File: src/hdl/assert_macros.svh
// assertion helpers used by the parser rtl
`ifndef ASSERT_MACROS_SVH
`define ASSERT_MACROS_SVH

`ifndef SYNTHESIS

// property holds at every clock edge outside reset
`define CFR_ASSERT(label, clk, rst_n, prop) \
  label: assert property (@(posedge clk) disable iff (!rst_n) prop) \
    else $error("assertion failed");

// expression never true outside reset
`define CFR_ASSERT_NEVER(label, clk, rst_n, expr) \
  label: assert property (@(posedge clk) disable iff (!rst_n) !(expr)) \
    else $error("forbidden condition");

`else

`define CFR_ASSERT(label, clk, rst_n, prop)
`define CFR_ASSERT_NEVER(label, clk, rst_n, expr)

`endif

`endif

File: src/hdl/cfr_pkg.sv
`default_nettype none

package cfr_pkg;

  localparam int unsigned MaxPayload = 27;
  localparam int unsigned LenW = $clog2(MaxPayload + 1);
  localparam int unsigned MinData = 4;

  localparam logic [7:0] HdrFirst  = 8'hAA;
  localparam logic [7:0] HdrSecond = 8'h55;
  localparam logic [7:0] CmdMotor  = 8'hF2;
  localparam logic [7:0] CmdRemote = 8'h02;

  localparam logic KindMotor  = 1'b0;
  localparam logic KindRemote = 1'b1;

  typedef struct packed {
    logic        frame_kind;
    logic [15:0] motor_speed;
    logic [7:0]  motor_temperature;
    logic [7:0]  motor_fault;
    logic [31:0] remote_word;
  } cfr_result_t;

endpackage

`default_nettype wire

File: src/hdl/checksummed_frame_receiver.sv
// checksummed frame receiver
// input channel: in_valid_i / in_ready_o with one received byte in rx_byte_i.
// output channel: out_valid_o / out_ready_i with one decoded frame per
// transfer: frame_kind_o 0 gives motor speed, temperature and fault, kind 1
// gives the four raw remote command bytes, byte 0 in bits 7..0. unused
// fields of a result read zero.
// frames are aa 55 cmd len payload sum; a bad length or checksum, or a
// command other than f2 or 02, or fewer than 4 payload bytes, yields no
// transfer on the output.
// one byte is taken every cycle while the output is not stalled: the byte
// lands in an input register, the parser state machine consumes it from
// there and, on a frame's checksum byte, loads the result register, which
// drives the output.
// when the receiver stalls, the result register holds and the input
// register fills; bytes keep flowing while the result register is free or
// being drained in the same cycle.
// reset puts the parser back to hunting for the first header byte and
// empties both registers.
`default_nettype none

module checksummed_frame_receiver (
  input  wire logic        clk_i,
  input  wire logic        rst_ni,
  input  wire logic        in_valid_i,
  output logic             in_ready_o,
  input  wire logic [7:0]  rx_byte_i,
  output logic             out_valid_o,
  input  wire logic        out_ready_i,
  output logic             frame_kind_o,
  output logic [15:0]      motor_speed_o,
  output logic [7:0]       motor_temperature_o,
  output logic [7:0]       motor_fault_o,
  output logic [31:0]      remote_word_o
);
  import cfr_pkg::*;

  logic        byte_valid;
  logic [7:0]  byte_val;
  logic        take;
  logic        out_free;
  logic        res_valid;
  cfr_result_t res;
  cfr_result_t res_out;

  assign take = byte_valid && out_free;

  cfr_in_stage u_in (
    .clk_i      (clk_i),
    .rst_ni     (rst_ni),
    .in_valid_i (in_valid_i),
    .in_ready_o (in_ready_o),
    .rx_byte_i  (rx_byte_i),
    .take_i     (take),
    .valid_o    (byte_valid),
    .byte_o     (byte_val)
  );

  cfr_parser u_parser (
    .clk_i       (clk_i),
    .rst_ni      (rst_ni),
    .take_i      (take),
    .byte_i      (byte_val),
    .res_valid_o (res_valid),
    .res_o       (res)
  );

  cfr_out_stage u_out (
    .clk_i       (clk_i),
    .rst_ni      (rst_ni),
    .load_i      (res_valid),
    .res_i       (res),
    .ready_o     (out_free),
    .out_valid_o (out_valid_o),
    .out_ready_i (out_ready_i),
    .res_o       (res_out)
  );

  assign frame_kind_o        = res_out.frame_kind;
  assign motor_speed_o       = res_out.motor_speed;
  assign motor_temperature_o = res_out.motor_temperature;
  assign motor_fault_o       = res_out.motor_fault;
  assign remote_word_o       = res_out.remote_word;

endmodule

`default_nettype wire

File: src/hdl/cfr_in_stage.sv
`default_nettype none

module cfr_in_stage (
  input  wire logic       clk_i,
  input  wire logic       rst_ni,
  input  wire logic       in_valid_i,
  output logic            in_ready_o,
  input  wire logic [7:0] rx_byte_i,
  input  wire logic       take_i,
  output logic            valid_o,
  output logic [7:0]      byte_o
);
  import cfr_pkg::*;

  logic       valid_q, valid_d;
  logic [7:0] byte_q;

  // slot frees up in the same cycle the parser consumes it
  assign in_ready_o = !valid_q || take_i;

  always_comb begin
    valid_d = valid_q;
    if (take_i) valid_d = 1'b0;
    if (in_valid_i && in_ready_o) valid_d = 1'b1;
  end

  always_ff @(posedge clk_i or negedge rst_ni) begin
    if (!rst_ni) begin
      valid_q <= 1'b0;
    end else begin
      valid_q <= valid_d;
    end
  end

  always_ff @(posedge clk_i) begin
    if (in_valid_i && in_ready_o) byte_q <= rx_byte_i;
  end

  assign valid_o = valid_q;
  assign byte_o  = byte_q;

endmodule

`default_nettype wire

File: src/hdl/cfr_parser.sv
`default_nettype none
`include "assert_macros.svh"

module cfr_parser (
  input  wire logic           clk_i,
  input  wire logic           rst_ni,
  input  wire logic           take_i,
  input  wire logic [7:0]     byte_i,
  output logic                res_valid_o,
  output cfr_pkg::cfr_result_t res_o
);
  import cfr_pkg::*;

  typedef enum logic [2:0] {
    PhHunt1,
    PhHunt2,
    PhCmd,
    PhLen,
    PhData,
    PhCheck
  } phase_e;

  phase_e            phase_q, phase_d;
  logic [7:0]        command_q, command_d;
  logic [LenW-1:0]   length_q, length_d;
  logic [LenW-1:0]   seen_q, seen_d;
  logic [7:0]        sum_q, sum_d;
  logic [31:0]       first_q, first_d;
  logic              frame_ok;

  assign frame_ok = (byte_i == sum_q) && (length_q >= LenW'(MinData))
                    && ((command_q == CmdMotor) || (command_q == CmdRemote));

  always_comb begin
    phase_d   = phase_q;
    command_d = command_q;
    length_d  = length_q;
    seen_d    = seen_q;
    sum_d     = sum_q;
    first_d   = first_q;
    if (take_i) begin
      case (phase_q)
        PhHunt2: begin
          if (byte_i == HdrSecond)     phase_d = PhCmd;
          else if (byte_i == HdrFirst) phase_d = PhHunt2;
          else                         phase_d = PhHunt1;
        end
        PhCmd: begin
          command_d = byte_i;
          sum_d     = byte_i;
          phase_d   = PhLen;
        end
        PhLen: begin
          length_d = byte_i[LenW-1:0];
          seen_d   = '0;
          first_d  = '0;
          if (byte_i > 8'(MaxPayload)) begin
            phase_d = PhHunt1;
          end else begin
            sum_d   = sum_q + byte_i;
            phase_d = (byte_i == 8'd0) ? PhCheck : PhData;
          end
        end
        PhData: begin
          if (seen_q < LenW'(MinData)) begin
            first_d[8*seen_q[1:0] +: 8] = byte_i;
          end
          sum_d  = sum_q + byte_i;
          seen_d = seen_q + LenW'(1);
          if (seen_d >= length_q) phase_d = PhCheck;
        end
        PhCheck: phase_d = PhHunt1;
        default: phase_d = (byte_i == HdrFirst) ? PhHunt2 : PhHunt1;
      endcase
    end
  end

  always_ff @(posedge clk_i or negedge rst_ni) begin
    if (!rst_ni) begin
      phase_q   <= PhHunt1;
      command_q <= '0;
      length_q  <= '0;
      seen_q    <= '0;
      sum_q     <= '0;
      first_q   <= '0;
    end else begin
      phase_q   <= phase_d;
      command_q <= command_d;
      length_q  <= length_d;
      seen_q    <= seen_d;
      sum_q     <= sum_d;
      first_q   <= first_d;
    end
  end

  // result comes out on the checksum byte
  assign res_valid_o = take_i && (phase_q == PhCheck) && frame_ok;

  always_comb begin
    res_o = '0;
    if (command_q == CmdMotor) begin
      res_o.frame_kind        = KindMotor;
      res_o.motor_speed       = {first_q[7:0], first_q[15:8]};
      res_o.motor_temperature = first_q[23:16];
      res_o.motor_fault       = first_q[31:24];
    end else begin
      res_o.frame_kind  = KindRemote;
      res_o.remote_word = first_q;
    end
  end

  `CFR_ASSERT(a_data_count, clk_i, rst_ni, (phase_q == PhData) |-> (seen_q < length_q))
  `CFR_ASSERT(a_check_to_hunt, clk_i, rst_ni,
              (take_i && phase_q == PhCheck) |=> (phase_q == PhHunt1))
  `CFR_ASSERT_NEVER(a_short_result, clk_i, rst_ni,
                    res_valid_o && (length_q < LenW'(MinData)))
  `CFR_ASSERT(a_len_bound, clk_i, rst_ni,
              (phase_q == PhData || phase_q == PhCheck) |-> (length_q <= LenW'(MaxPayload)))

endmodule

`default_nettype wire

File: src/hdl/cfr_out_stage.sv
`default_nettype none

module cfr_out_stage (
  input  wire logic                 clk_i,
  input  wire logic                 rst_ni,
  input  wire logic                 load_i,
  input  wire cfr_pkg::cfr_result_t res_i,
  output logic                      ready_o,
  output logic                      out_valid_o,
  input  wire logic                 out_ready_i,
  output cfr_pkg::cfr_result_t      res_o
);
  import cfr_pkg::*;

  logic        valid_q, valid_d;
  cfr_result_t res_q;

  assign ready_o = !valid_q || out_ready_i;

  always_comb begin
    valid_d = valid_q;
    if (out_ready_i) valid_d = 1'b0;
    if (load_i) valid_d = 1'b1;
  end

  always_ff @(posedge clk_i or negedge rst_ni) begin
    if (!rst_ni) begin
      valid_q <= 1'b0;
    end else begin
      valid_q <= valid_d;
    end
  end

  always_ff @(posedge clk_i) begin
    if (load_i) res_q <= res_i;
  end

  assign out_valid_o = valid_q;
  assign res_o       = res_q;

endmodule

`default_nettype wire
File: config.mk
export PLATFORM = sky130hd
export DESIGN_NAME = checksummed_frame_receiver
export DESIGN_NICKNAME = d
export VERILOG_FILES = /design/src/hdl/cfr_pkg.sv /design/src/hdl/checksummed_frame_receiver.sv /design/src/hdl/cfr_in_stage.sv /design/src/hdl/cfr_parser.sv /design/src/hdl/cfr_out_stage.sv
export VERILOG_INCLUDE_DIRS = /design/src /design/src/hdl
export SDC_FILE = /design/constraint.sdc
export NUM_CORES = 1
export LEC_CHECK = 0
export BUFFER_PORTS_ARGS = -buffer_cell sky130_fd_sc_hd__clkbuf_2
export CAP_MARGIN = 20
export CORE_MARGIN = 10
export CORE_UTILIZATION = 52
export CTS_CLUSTER_DIAMETER = 120
export CTS_CLUSTER_SIZE = 20
export DETAILED_ROUTE_END_ITERATION = 10
export GPL_TIMING_DRIVEN = 0
export PLACE_DENSITY_LB_ADDON = 0.12
export SYNTH_ARGS = -nofsm -noshare
export SYNTH_HDL_FRONTEND = slang
export SYNTH_SLANG_ARGS = --single-unit
export TNS_END_PERCENT = 100
File: constraint.sdc
create_clock -name clk_i -period 3.1 [get_ports clk_i]
set_input_delay 0.155 -clock clk_i [delete_from_list [all_inputs] [get_ports clk_i]]
set_output_delay 0.155 -clock clk_i [all_outputs]
set_load 0.01 [all_outputs]
# Yosys cells after proc, flatten, opt, wreduce, memory -nomap -nowiden
# Cells that the tools add are included.
[classes] n_addsub=3 n_lt_le_gt_ge=4 n_eq_ne=13 shifts=2 n_mux=17 reduce_logical=22
[ops] op="$pmux W32 S2" n=1
[ops] op="$neg A5 Y34" n=1
[ops] op="$shift A8 B34 Y32 const A" n=1
[ops] op="$shiftx A8 B34 Y32" n=1
[ops] op="$bwmux W32" n=1
[ops] op="$mux W32" n=1
[ops] op="$pmux W8 S3" n=1
[ops] op="$eq A8 B8 Y1 const B" n=2
[ops] op="$pmux W3 S5" n=1
[ops] op="$pmux W5 S2" n=1
[ops] op="$mux W3" n=3
[ops] op="$add A8 B8 Y8" n=1
[ops] op="$eq A8 B2 Y1 const B" n=1
[ops] op="$eq A8 B7 Y1 const B" n=1
[ops] op="$eq A8 B8 Y1" n=1
[ops] op="$gt A8 B5 Y1 const B" n=1
[ops] op="$logic_not A8 Y1" n=1
[ops] op="$mux W8" n=1
[ops] op="$reduce_and A2 Y1" n=4
[ops] op="$mux W1" n=7
[ops] op="$eq A3 B2 Y1 const B" n=2
[ops] op="$eq A3 B3 Y1 const B" n=2
[ops] op="$logic_and A1 B1 Y1" n=6
[ops] op="$reduce_and A3 Y1" n=2
[ops] op="11 further kinds" n=17
[word_totals] reg_bits=136 in_bits=12 out_inout_bits=67 wordCells=75

# Longest topological paths before layout
# Gate-level depths: netlist (run 1).
[logic_depth] word_depth=6 mapped_depth=9 ltp_nobuf=9

# Modules after synthesis
# Synthesis (run 1) repeated with hierarchy kept, for this count alone.
[unflattened] hier_cells=508 hier_area_um2=6113.4
[modules_own_cells] module="cfr_parser" n_inst=1 cells_each=427 area_per_inst_um2=3813.7 seq_area_each_um2=1526.5
[modules_own_cells] module="cfr_out_stage" n_inst=1 cells_each=68 area_per_inst_um2=1999.4 seq_area_each_um2=1976.9
[modules_own_cells] module="cfr_in_stage" n_inst=1 cells_each=12 area_per_inst_um2=294.0 seq_area_each_um2=265.3
[modules_own_cells] module="checksummed_frame_receiver" n_inst=1 cells_each=1 area_per_inst_um2=6.3 seq_area_each_um2=0.0

# Worst setup path after synthesis (run 1)
# No wires, ideal clock.
[synth_path] kind="register to register" from="register u_parser.command_q[0]" to="register u_out.res_q, in the netlist u_out.res_o[0], enable pin" setup_ns=0.419 arrival_ns=2.973 required_time_ns=2.681 path_slack_ns=-0.292 path_stages_with_launch=6 n_path_buf=0 synth_period_minus_slack_ns=3.392 cell_sequence="dfrtp_1 -> or4b_4 -> nor4_2 -> o311ai_1 -> or4_4 -> inv_1"
[synth_via] elab_chain_len=4 elab_cells_between_ends=5 classes_between="eq/ne: 2; reduce/logical: 3"
[synth_lines] item="start: declaration" line="cfr_parser.sv:24" rtl="logic [7:0] command_q, command_d;"
[synth_lines] item="start signal: assignment" line="cfr_parser.sv:88" rtl="command_q <= command_d;"
[synth_lines] item="$eq A8 B8 Y1 or $eq A8 B2 Y1 (tied branches)" line="cfr_parser.sv:32" rtl="&& ((command_q == CmdMotor) || (command_q == CmdRemote));"
[synth_lines] item="$logic_or A1 B1 Y1 (*)" line="cfr_parser.sv:32"
[synth_lines] item="$logic_and A1 B1 Y1 (*)" line="cfr_parser.sv:32"
[synth_lines] item="$logic_and A1 B1 Y1 (*)" line="cfr_parser.sv:97" rtl="assign res_valid_o = take_i && (phase_q == PhCheck) && frame_ok;"
[synth_lines] item="net res_valid" line="checksummed_frame_receiver.sv:41" rtl="logic res_valid;"
[synth_lines] item="end signal: assignment" line="cfr_out_stage.sv:35" rtl="if (load_i) res_q <= res_i;"
[synth_lines] item="end: declaration" line="cfr_out_stage.sv:16" rtl="cfr_result_t res_q;"
# The timed path passes the listed nets; every way through them passes the cells marked *.
# A chain may end at the register's enable or synchronous reset.

# Worst setup path after layout (run 1)
[layout_path] from="register u_parser.command_q[0]" to="register u_out.res_q, in the netlist u_out.res_o[41], enable pin"
# The elaborated chain is that of the path after synthesis.

==> run summary, run 1 <==
The fraction of layout instances using a drive strength above 1 is 22.5%, and the synthesized net count is 557. In this run the number of H-tree levels came out at 4. The weighted congestion at the end of routability-driven global placement is 0.875. The arrival time of data at the critical path endpoint was 3.05 ns. Detailed placement finished with a half-perimeter wire length of 9030 um. The final setup violation count was 0; the first-pass GRT wire length was 21600 um. The run gives 41.0% as the relative max-transition margin. Setup repair after global routing left no endpoint under its margin. The clock-pin slew on the worst setup and hold paths works out to 0.06 ns. The root buffer selected by CTS is sky130_fd_sc_hd__clkbuf_16.

The post-layout net count was 668; the final count of hold timing violations was 0. The detail route stage leaves a number of antenna-violating nets equal to 0. Walking the worst path, the cells encountered are or4b_4 > nor4_2 > o311ai_1 > or4_4 > clkinvlp_4 > buf_12.

The post-cts sizing count was 0; the synthesized instance count was 526. The number of buffers and inverters on the critical path is 2. Worst-path maximum fanout: 45. The number of remaining DRC errors was 0. The post-synthesis cell type count was 55; the placement-stage worst setup slack was 0.0556 ns.

The cell area that synthesis handed to floorplanning was 5950 um^2. Between clock sinks in the finished design, the worst skew comes to 0.00741 ns. VDD sags by at most 0.000295 V. The most used flip-flop cell after synthesis is sky130_fd_sc_hd__edfxtp_1.

STA classifies the critical path endpoint as a flop. For the total global routing overflow, the log shows 0. Of all flip-flops after synthesis, the portion carrying an async set or reset was 46.3%.

The commonest cells after synthesis are sky130_fd_sc_hd__nor2_1 (79), sky130_fd_sc_hd__edfxtp_1 (73), sky130_fd_sc_hd__dfrtp_1 (63). The worst setup path is launched from a flop. The tightest min-delay check is of the input port to flop type.

The ratio of total power to cell area works out to 581 nW/um^2. Global routing used 16.8% of the available tracks. Count of input and output buffers: 78. Entering global routing, the biggest net connects 64 pins. The routed design could run at a clock period as short as 2.95 ns. The static leakage came out at 3.16 nW. After layout, the worst setup slack is 0.149 ns. In the final routed layout, each cell accounts on average for 17.0 um.

The logs give 63.3% for the part of the Yosys area used for sequential elements and 11300 um^2 for the area of the core region. The clock passes through at most 2 buffers. Max-cap violations in this run came to 0. The number of top-level pins was 79. The total CTS buffers is 17. After synthesis, the mean cell area works out to 11.3 um^2. Overall power of the completed layout: 4.22 mW. Number of search-and-repair iterations in the first detailed-routing pass: 5. For this design, the slowest cell found on the critical path is sky130_fd_sc_hd__or4_4. The biggest area contributor in the post-synthesis netlist is sky130_fd_sc_hd__edfxtp_1. The via density per instance was 5.43. The first routing iteration left 345 violations.

In this run, synthesis inferred 73 flip-flops with an integrated enable. Summed over its instances, the top area cell type makes up 36.8% of the synthesized netlist area. The floorplan step defined a die boundary enclosing 16100 um^2. The final period utilization was 95.2%. Among cell families on the critical path, the largest total delay comes from simple AND/OR/NAND/NOR gates. The area growth from synthesis to layout is 22.1%, and the floorplan row count is 39. Via count of the first global-routing pass: 4278.

For the worst setup path, the data required time is 3.20 ns. The tools report the initial core utilization as 52.6%. During synthesis, Yosys emitted a total of 0 warnings. The run finished with clean final reports.

By area the synthesized netlist is led by sky130_fd_sc_hd__edfxtp_1 (37%), sky130_fd_sc_hd__dfrtp_1 (26%), sky130_fd_sc_hd__nor2_1 (5.0%), sky130_fd_sc_hd__o21ai_0 (3.9%), sky130_fd_sc_hd__ha_1 (3.8%). The antenna diode count is 0. The slew of the pin with the lowest slew margin works out to 0.886 ns.

Fill cells in the final layout number 902. CTS saw 136 sinks. TritonCTS built the clock tree.

The detailed router placed 4298 vias in this run. The highest clock frequency the design can meet is 0.339 GHz, and the wire length after detailed routing is 13500 um. The run gives 0 as the number of antenna violations at the first check in global routing.

The largest single stage delay on the critical path is 0.63 ns. Synthesis inferred 136 register bits. The clock latency on the worst-skew pair was 0.41 ns; the die span in x was 127 um. Among all cell types in the netlist, the one instantiated most often is sky130_fd_sc_hd__nor2_1. The path type of the worst setup path is flop to flop. The final max-slew violation count was 0. Die outline height: 127 um.

After routing, the total negative slack on setup checks comes to 0 ns.
[power breakdown]
group | internal [mW] | total (mW) | switching (mW)
sequential | 1.94 | 1.96 | 0.0214
combinational | 0.0869 | 0.228 | 0.141
clock | 1.30 | 2.04 | 0.739
total | 3.32 | 4.22 | 0.902
[worst register-to-register path, cell delays in order (launching register included)]
cell and delay [ns]:
sky130_fd_sc_hd__dfrtp_1 0.38, sky130_fd_sc_hd__or4b_4 0.56, sky130_fd_sc_hd__nor4_2 0.29, sky130_fd_sc_hd__o311ai_1 0.19, sky130_fd_sc_hd__or4_4 0.63, sky130_fd_sc_hd__clkinvlp_4 0.28
sky130_fd_sc_hd__buf_12 0.29
[metrics by stage]
stage | cell area [um^2] | std cells | hold slack (ns) | utilization, %
CTS | 7250 | 789 | 0.0418 | 64.0
detailed placement | 6550 | 748 | 0.334 | 57.8
floorplan | 5950 | 526 | -0.141 | -
global placement | 6520 | 747 | 0.332 | 57.6
finish | 7270 | 792 | 0.0495 | 64.2
global route | 7270 | 792 | 0.0757 | 64.2
[routing by layer]
layer,up-vias,global-route usage [%],share of wire (%)
li1,2047,-,-
met1,2071,20.7,44
met2,156,26.8,48
met3,24,4.96,5.9
met4,0,7.77,2.3
met5,-,0,0
[layout make-up]
type	instances	area [um^2]	area share [%]
Clock buffer	19	453	6.23
Tap cell	143	179	2.46
Inverter	48	184	2.53
Timing Repair inverter	1	5.00	0.0689
Timing Repair Buffer	91	528	7.27
Buffer	28	143	1.96
Clock inverter	12	149	2.05
Sequential cell	136	3770	51.9
Multi-Input combinational cell	314	1860	25.6
[sequential cells by signal, indices dropped and copies added (netlist names), 3 cells and up]
register            cells
u_out.res_o            65
u_parser.length_q       5
u_parser.sum_q          8
u_parser.phase_q        3
u_parser.command_q      8
u_parser.seen_q         5
u_parser.first_q       32
u_in.byte_o             8
[path summary, 6_finish.rpt]
| path | from | endpoint | slack [ns] | depth (start not counted) |
|---|---|---|---|---|
| worst min register to register | u_parser.command_q[1] | u_parser.command_q[1] | 0.47 | 2 |
| min in group asynchronous | rst_ni | u_parser.first_q[20] | 0.44 | 2 |
| worst max-delay path | u_parser.command_q[0] | u_out.res_o[41] | 0.15 | 6 |
| worst max register to register | u_parser.command_q[0] | u_out.res_o[41] | 0.15 | 6 |
| worst min-delay path | out_ready_i | u_in.valid_o | 0.05 | 3 |
| max in group asynchronous | rst_ni | u_parser.length_q[0] | 2.06 | 2 |
[cell usage in the layout, fill, tap and decap left out, drive strengths merged, types with 3 or more instances in the layout]
master	synthesis	routed
edfxtp	73	73
dlygate4sd3	0	10
nand2b	4	4
clkbuf	18	115
a2bb2oi	3	3
nand3	35	35
nand4	5	5
o21ai	47	47
buf	10	13
ha	18	18
clkinvlp	0	6
nor4	4	4
mux2	10	10
nor2	81	81
o31ai	3	3
and2	4	4
bufinv	0	3
dfrtp	63	63
nand2	26	26
inv	48	48
a21oi	21	21
xnor2	4	4
a21o	5	5
nand3b	3	3
clkinv	0	4
nor3	10	10
[kinds of logic after synthesis]
kind of cell,Yosys count,share of synthesized area [%]
compound gates,92,9.06
buf+inv,76,5.43
flops,136,63.3
mux,12,2.23
xor+xnor,6,0.883
fa+ha+maj,19,4.12
simple gates,185,14.9
[repair_timing]
| action | in CTS | in global routing |
|---|---|---|
| endpoints found under the hold margin | 72 | 0 |
| setup buffers | 0 | 2 |
| hold buffers | 10 | 0 |
| endpoints found under the setup margin | 0 | 45 |
Power figures use the tool's default switching activity.
==> inputs of run 2 (changes only) <==
--- a/config.mk
+++ b/config.mk
@@ -8,6 +8,7 @@
 export LEC_CHECK = 0
 export BUFFER_PORTS_ARGS = -buffer_cell sky130_fd_sc_hd__clkbuf_2
 export CAP_MARGIN = 20
+export CORE_ASPECT_RATIO = 1.5
 export CORE_MARGIN = 10
 export CORE_UTILIZATION = 52
 export CTS_CLUSTER_DIAMETER = 120
==> run summary, run 2 (synthesized netlist as in run 1, its figures left out) <==
The run finished with clean final reports. The signal on the critical path passes through ha_1 > nor4_1 > nand3b_1 > or4_4 > clkinvlp_4 > buf_12. Slew of the pin with the lowest slew margin: 0.875 ns (-0.0106 ns). For the arrival time of data at the critical path endpoint, the log shows 2.94 ns (-0.11 ns).

Setup repair after global routing left no endpoint under its margin. The logs give 5.19% (+0.23 points) for the global routing usage on met3 and 0 (unchanged) for the antenna diode count. The wire length per cell is 16.5 um (-3.0%). In this run the critical register-to-register path is launched from u_in.byte_o[1]. The number of placed instances with taps included was 752 (+0.53%). The power dissipated by switching net loads was 0.923 mW (+2.3%); the final period utilization was 91.5% (-3.7 points). The master of the slowest instance on the critical path was sky130_fd_sc_hd__edfxtp_1. The tools report the sequential group share of total power as 47.4% (+1.0 points).

In the layout the commonest cells are sky130_fd_sc_hd__nor2_1 (79), sky130_fd_sc_hd__clkbuf_2 (77), sky130_fd_sc_hd__edfxtp_1 (73). The worst clock skew is 0.0121 ns (+0.00468 ns), and the number of antenna violations at the first check in global routing is 0 (unchanged). The number of sinks handled by clock tree synthesis was 136 (unchanged); the relative max-transition margin was 41.7% (+0.71 points). The worst-case vdd ir drop was 0.000402 V (+37%); the highest clock frequency the design can meet was 0.353 GHz (+4.1%).

The startpoint class of the critical path was a flop. The logs give 0 (unchanged) for the final setup violation count and 4 (unchanged) for the count of H-tree levels built during CTS. The final total negative setup slack is 0 ns (unchanged), and the overall power of the completed layout is 4.14 mW (-2.1%).

The logs give 3.15 nW (-0.32%) for the static leakage and 11100 um^2 (-1.8%) for the area of the core region. The tools report the number of top-level pins as 79 (unchanged). The worst setup path is captured at a flop. The run gives 5 (unchanged) as the number of search-and-repair iterations in the first detailed-routing pass. The run gives 0.897 (+2.6%) as the weighted congestion at the end of routability-driven global placement.

The post-layout net count was 667 (-0.15%); the die area was 16200 um^2 (+0.55%). The max-capacitance violation count was 0 (unchanged). The critical path's largest stage delay was 0.59 ns (-0.04 ns). The count of input and output buffers came out at 78 (unchanged). The number of flip-flops in the largest register works out to 65 (unchanged). The path type of the worst setup path was flop to flop. The run gives 0 (unchanged) as the final max-slew violation count. The initial core utilization came out at 53.5% (+0.98 points). For the wire length after detailed routing, the log shows 13200 um (-2.5%). TritonCTS built the clock tree.

The logs give 65.2% (+1.0 points) for the core occupancy in the finished layout and -0.00219 ns (-0.0577 ns) for the placement-stage worst setup slack. The endpoint required time on the critical path is 3.20 ns (about the same), and the total CTS buffers is 17 (unchanged). The global routing stage identified its most utilized layer as met2. The clock-pin slew on the worst setup and hold paths is 0.06 ns (about the same). Die outline height: 151 um (+19%). The power share of the clock group came out at 47.3% (-0.9 points). The first-pass GRT wire length was 21200 um (-2.2%).

The minimum period implied by the final worst setup slack is 2.84 ns (-0.115 ns). The beginning of the worst hold path is out_ready_i. The number of routed nets with antenna violations came out at 0 (unchanged).

The run gives 9290 um (+2.9%) as the HPWL after detailed placement. The total global routing overflow came out at 0 (unchanged). The cell internal power dissipation was 3.21 mW (-3.2%).

Met1 track utilization from global routing: 17.9% (-2.8 points). The total number of vias is 4275 (-0.54%), and the number of remaining DRC errors is 0 (unchanged). In this run the critical register-to-register path is captured at u_out.res_o[35]. The worst-case reg-to-reg path depth was 6 (unchanged); the violation count after the first detailed-routing iteration was 211 (-39%). The tools report the final count of hold timing violations as 0 (unchanged).

The die span in x came out at 107 um (-15%). The number of stages on the worst hold path was 3 (unchanged). Relative to the synthesized area, the layout overhead comes to 21.8%.

The routing usage on met2 came out at 29.1% (+2.3 points). Most common library cell in the layout ignoring fill and taps: sky130_fd_sc_hd__nor2_1. The tools report the via count of the first global-routing pass as 4235 (-1.0%).

The run gives 16.8% (-0.032 points) as the aggregate global-route resource usage. The logs give 0.42 ns (about the same) for the clock latency on the worst-skew pair and 64 (unchanged) for the pin count of the biggest net entering global routing. The ratio of total power to cell area was 571 nW/um^2 (-1.8%). The logs give 2 (unchanged) for the deepest clock path buffer count and 0.0511 ns (+0.00158 ns) for the final worst hold slack. The cell area after placement was 6550 um^2 (about the same).

The via density per instance is 5.37 (-1.0%). The floorplan row count is 47 (+21%). The worst-path maximum fanout is 47 (+4.4%). The tree is rooted in a sky130_fd_sc_hd__clkbuf_16.

The filler-free cell count of the finished design was 796 (+0.51%); the fraction of layout instances using a drive strength above 1 was 22.2% (-0.31 points). The final setup slack of the worst path came out at 0.265 ns (+0.115 ns). Share of total power consumed by net switching: 22.3% (+0.95 points). The class of the most critical hold timing path was input port to flop. The part of the power in combinational logic was 5.4% (about the same).

For the setup slack of the worst register-to-register path, the log shows 0.26 ns (+0.12 ns). The worst hold path terminates at u_in.valid_o. For the final design instance area without fill, the log shows 7250 um^2 (-0.29%).
-- run 2: cell types whose count changed in the layout (fill, tap and decap cells not counted) --
cell,change
sky130_fd_sc_hd__clkinv_4,+3
sky130_fd_sc_hd__clkbuf_1,+2
sky130_fd_sc_hd__clkbuf_8,-2
sky130_fd_sc_hd__clkinv_2,-2
sky130_fd_sc_hd__bufinv_16,-1
sky130_fd_sc_hd__clkinvlp_2,-1
sky130_fd_sc_hd__clkinvlp_4,-1
sky130_fd_sc_hd__inv_6,+1
sky130_fd_sc_hd__inv_8,+1
-- run 2: how the worst max path moves through the flow --
stage                                startpoint              end  slack, ns  depth (start not counted)
after floorplan           u_parser.command_q[0]   u_out.res_o[0]       0.32                          5
after detailed placement         u_in.byte_o[1]  u_out.res_o[11]     -0.002                          6
final                            u_in.byte_o[1]  u_out.res_o[35]       0.26                          6
after global placement           u_in.byte_o[1]  u_out.res_o[11]      -0.25                          5
after global routing             u_in.byte_o[1]  u_out.res_o[27]       0.16                          6
after CTS                        u_in.byte_o[1]  u_out.res_o[55]     0.0006                          6
-- run 2: final cells by class --
class                   count  area, um^2
fillers                   852        3870
flip-flops and latches    136        3770
multi-input cells         314        1860
repair buffers             91         528
clock buffers              19         433
inverters                  48         184
well taps                 147         184
clock inverters            13         148
plain buffers              28         143
-- run 2: power by group through the flow --
stage	Combinational [mW]	Sequential, mW	Clock (mW)
floorplan	0.139	1.99	0
global placement	0.203	1.99	0
detailed placement	0.210	1.99	0
CTS	0.221	1.96	1.99
global route	0.246	1.96	2.06
finish	0.222	1.96	1.95
-- run 2: timing repair --
| action | in CTS | in global routing |
|---|---|---|
| hold buffers | 10 | 0 |
| gates resized for setup | 0 | 0 |
| hold endpoints to repair | 72 | 0 |
| setup buffers | 0 | 2 |
| setup endpoints to repair | 0 | 47 |
-- run 2: metal layers --
metal,vias to the layer above,share of wire (%)
met2,156,53
met3,28,6.4
li1,2052,-
met1,2039,38
met4,0,2.6
met5,-,0
-- run 2: critical path, delay by kind of cell, from the launching register on --
kind	cells	cell delay (ns)
adders and majority gates	1	0.44
and+or+nand+nor	3	1.07
DFF	1	0.59
buffers and inverters	2	0.40
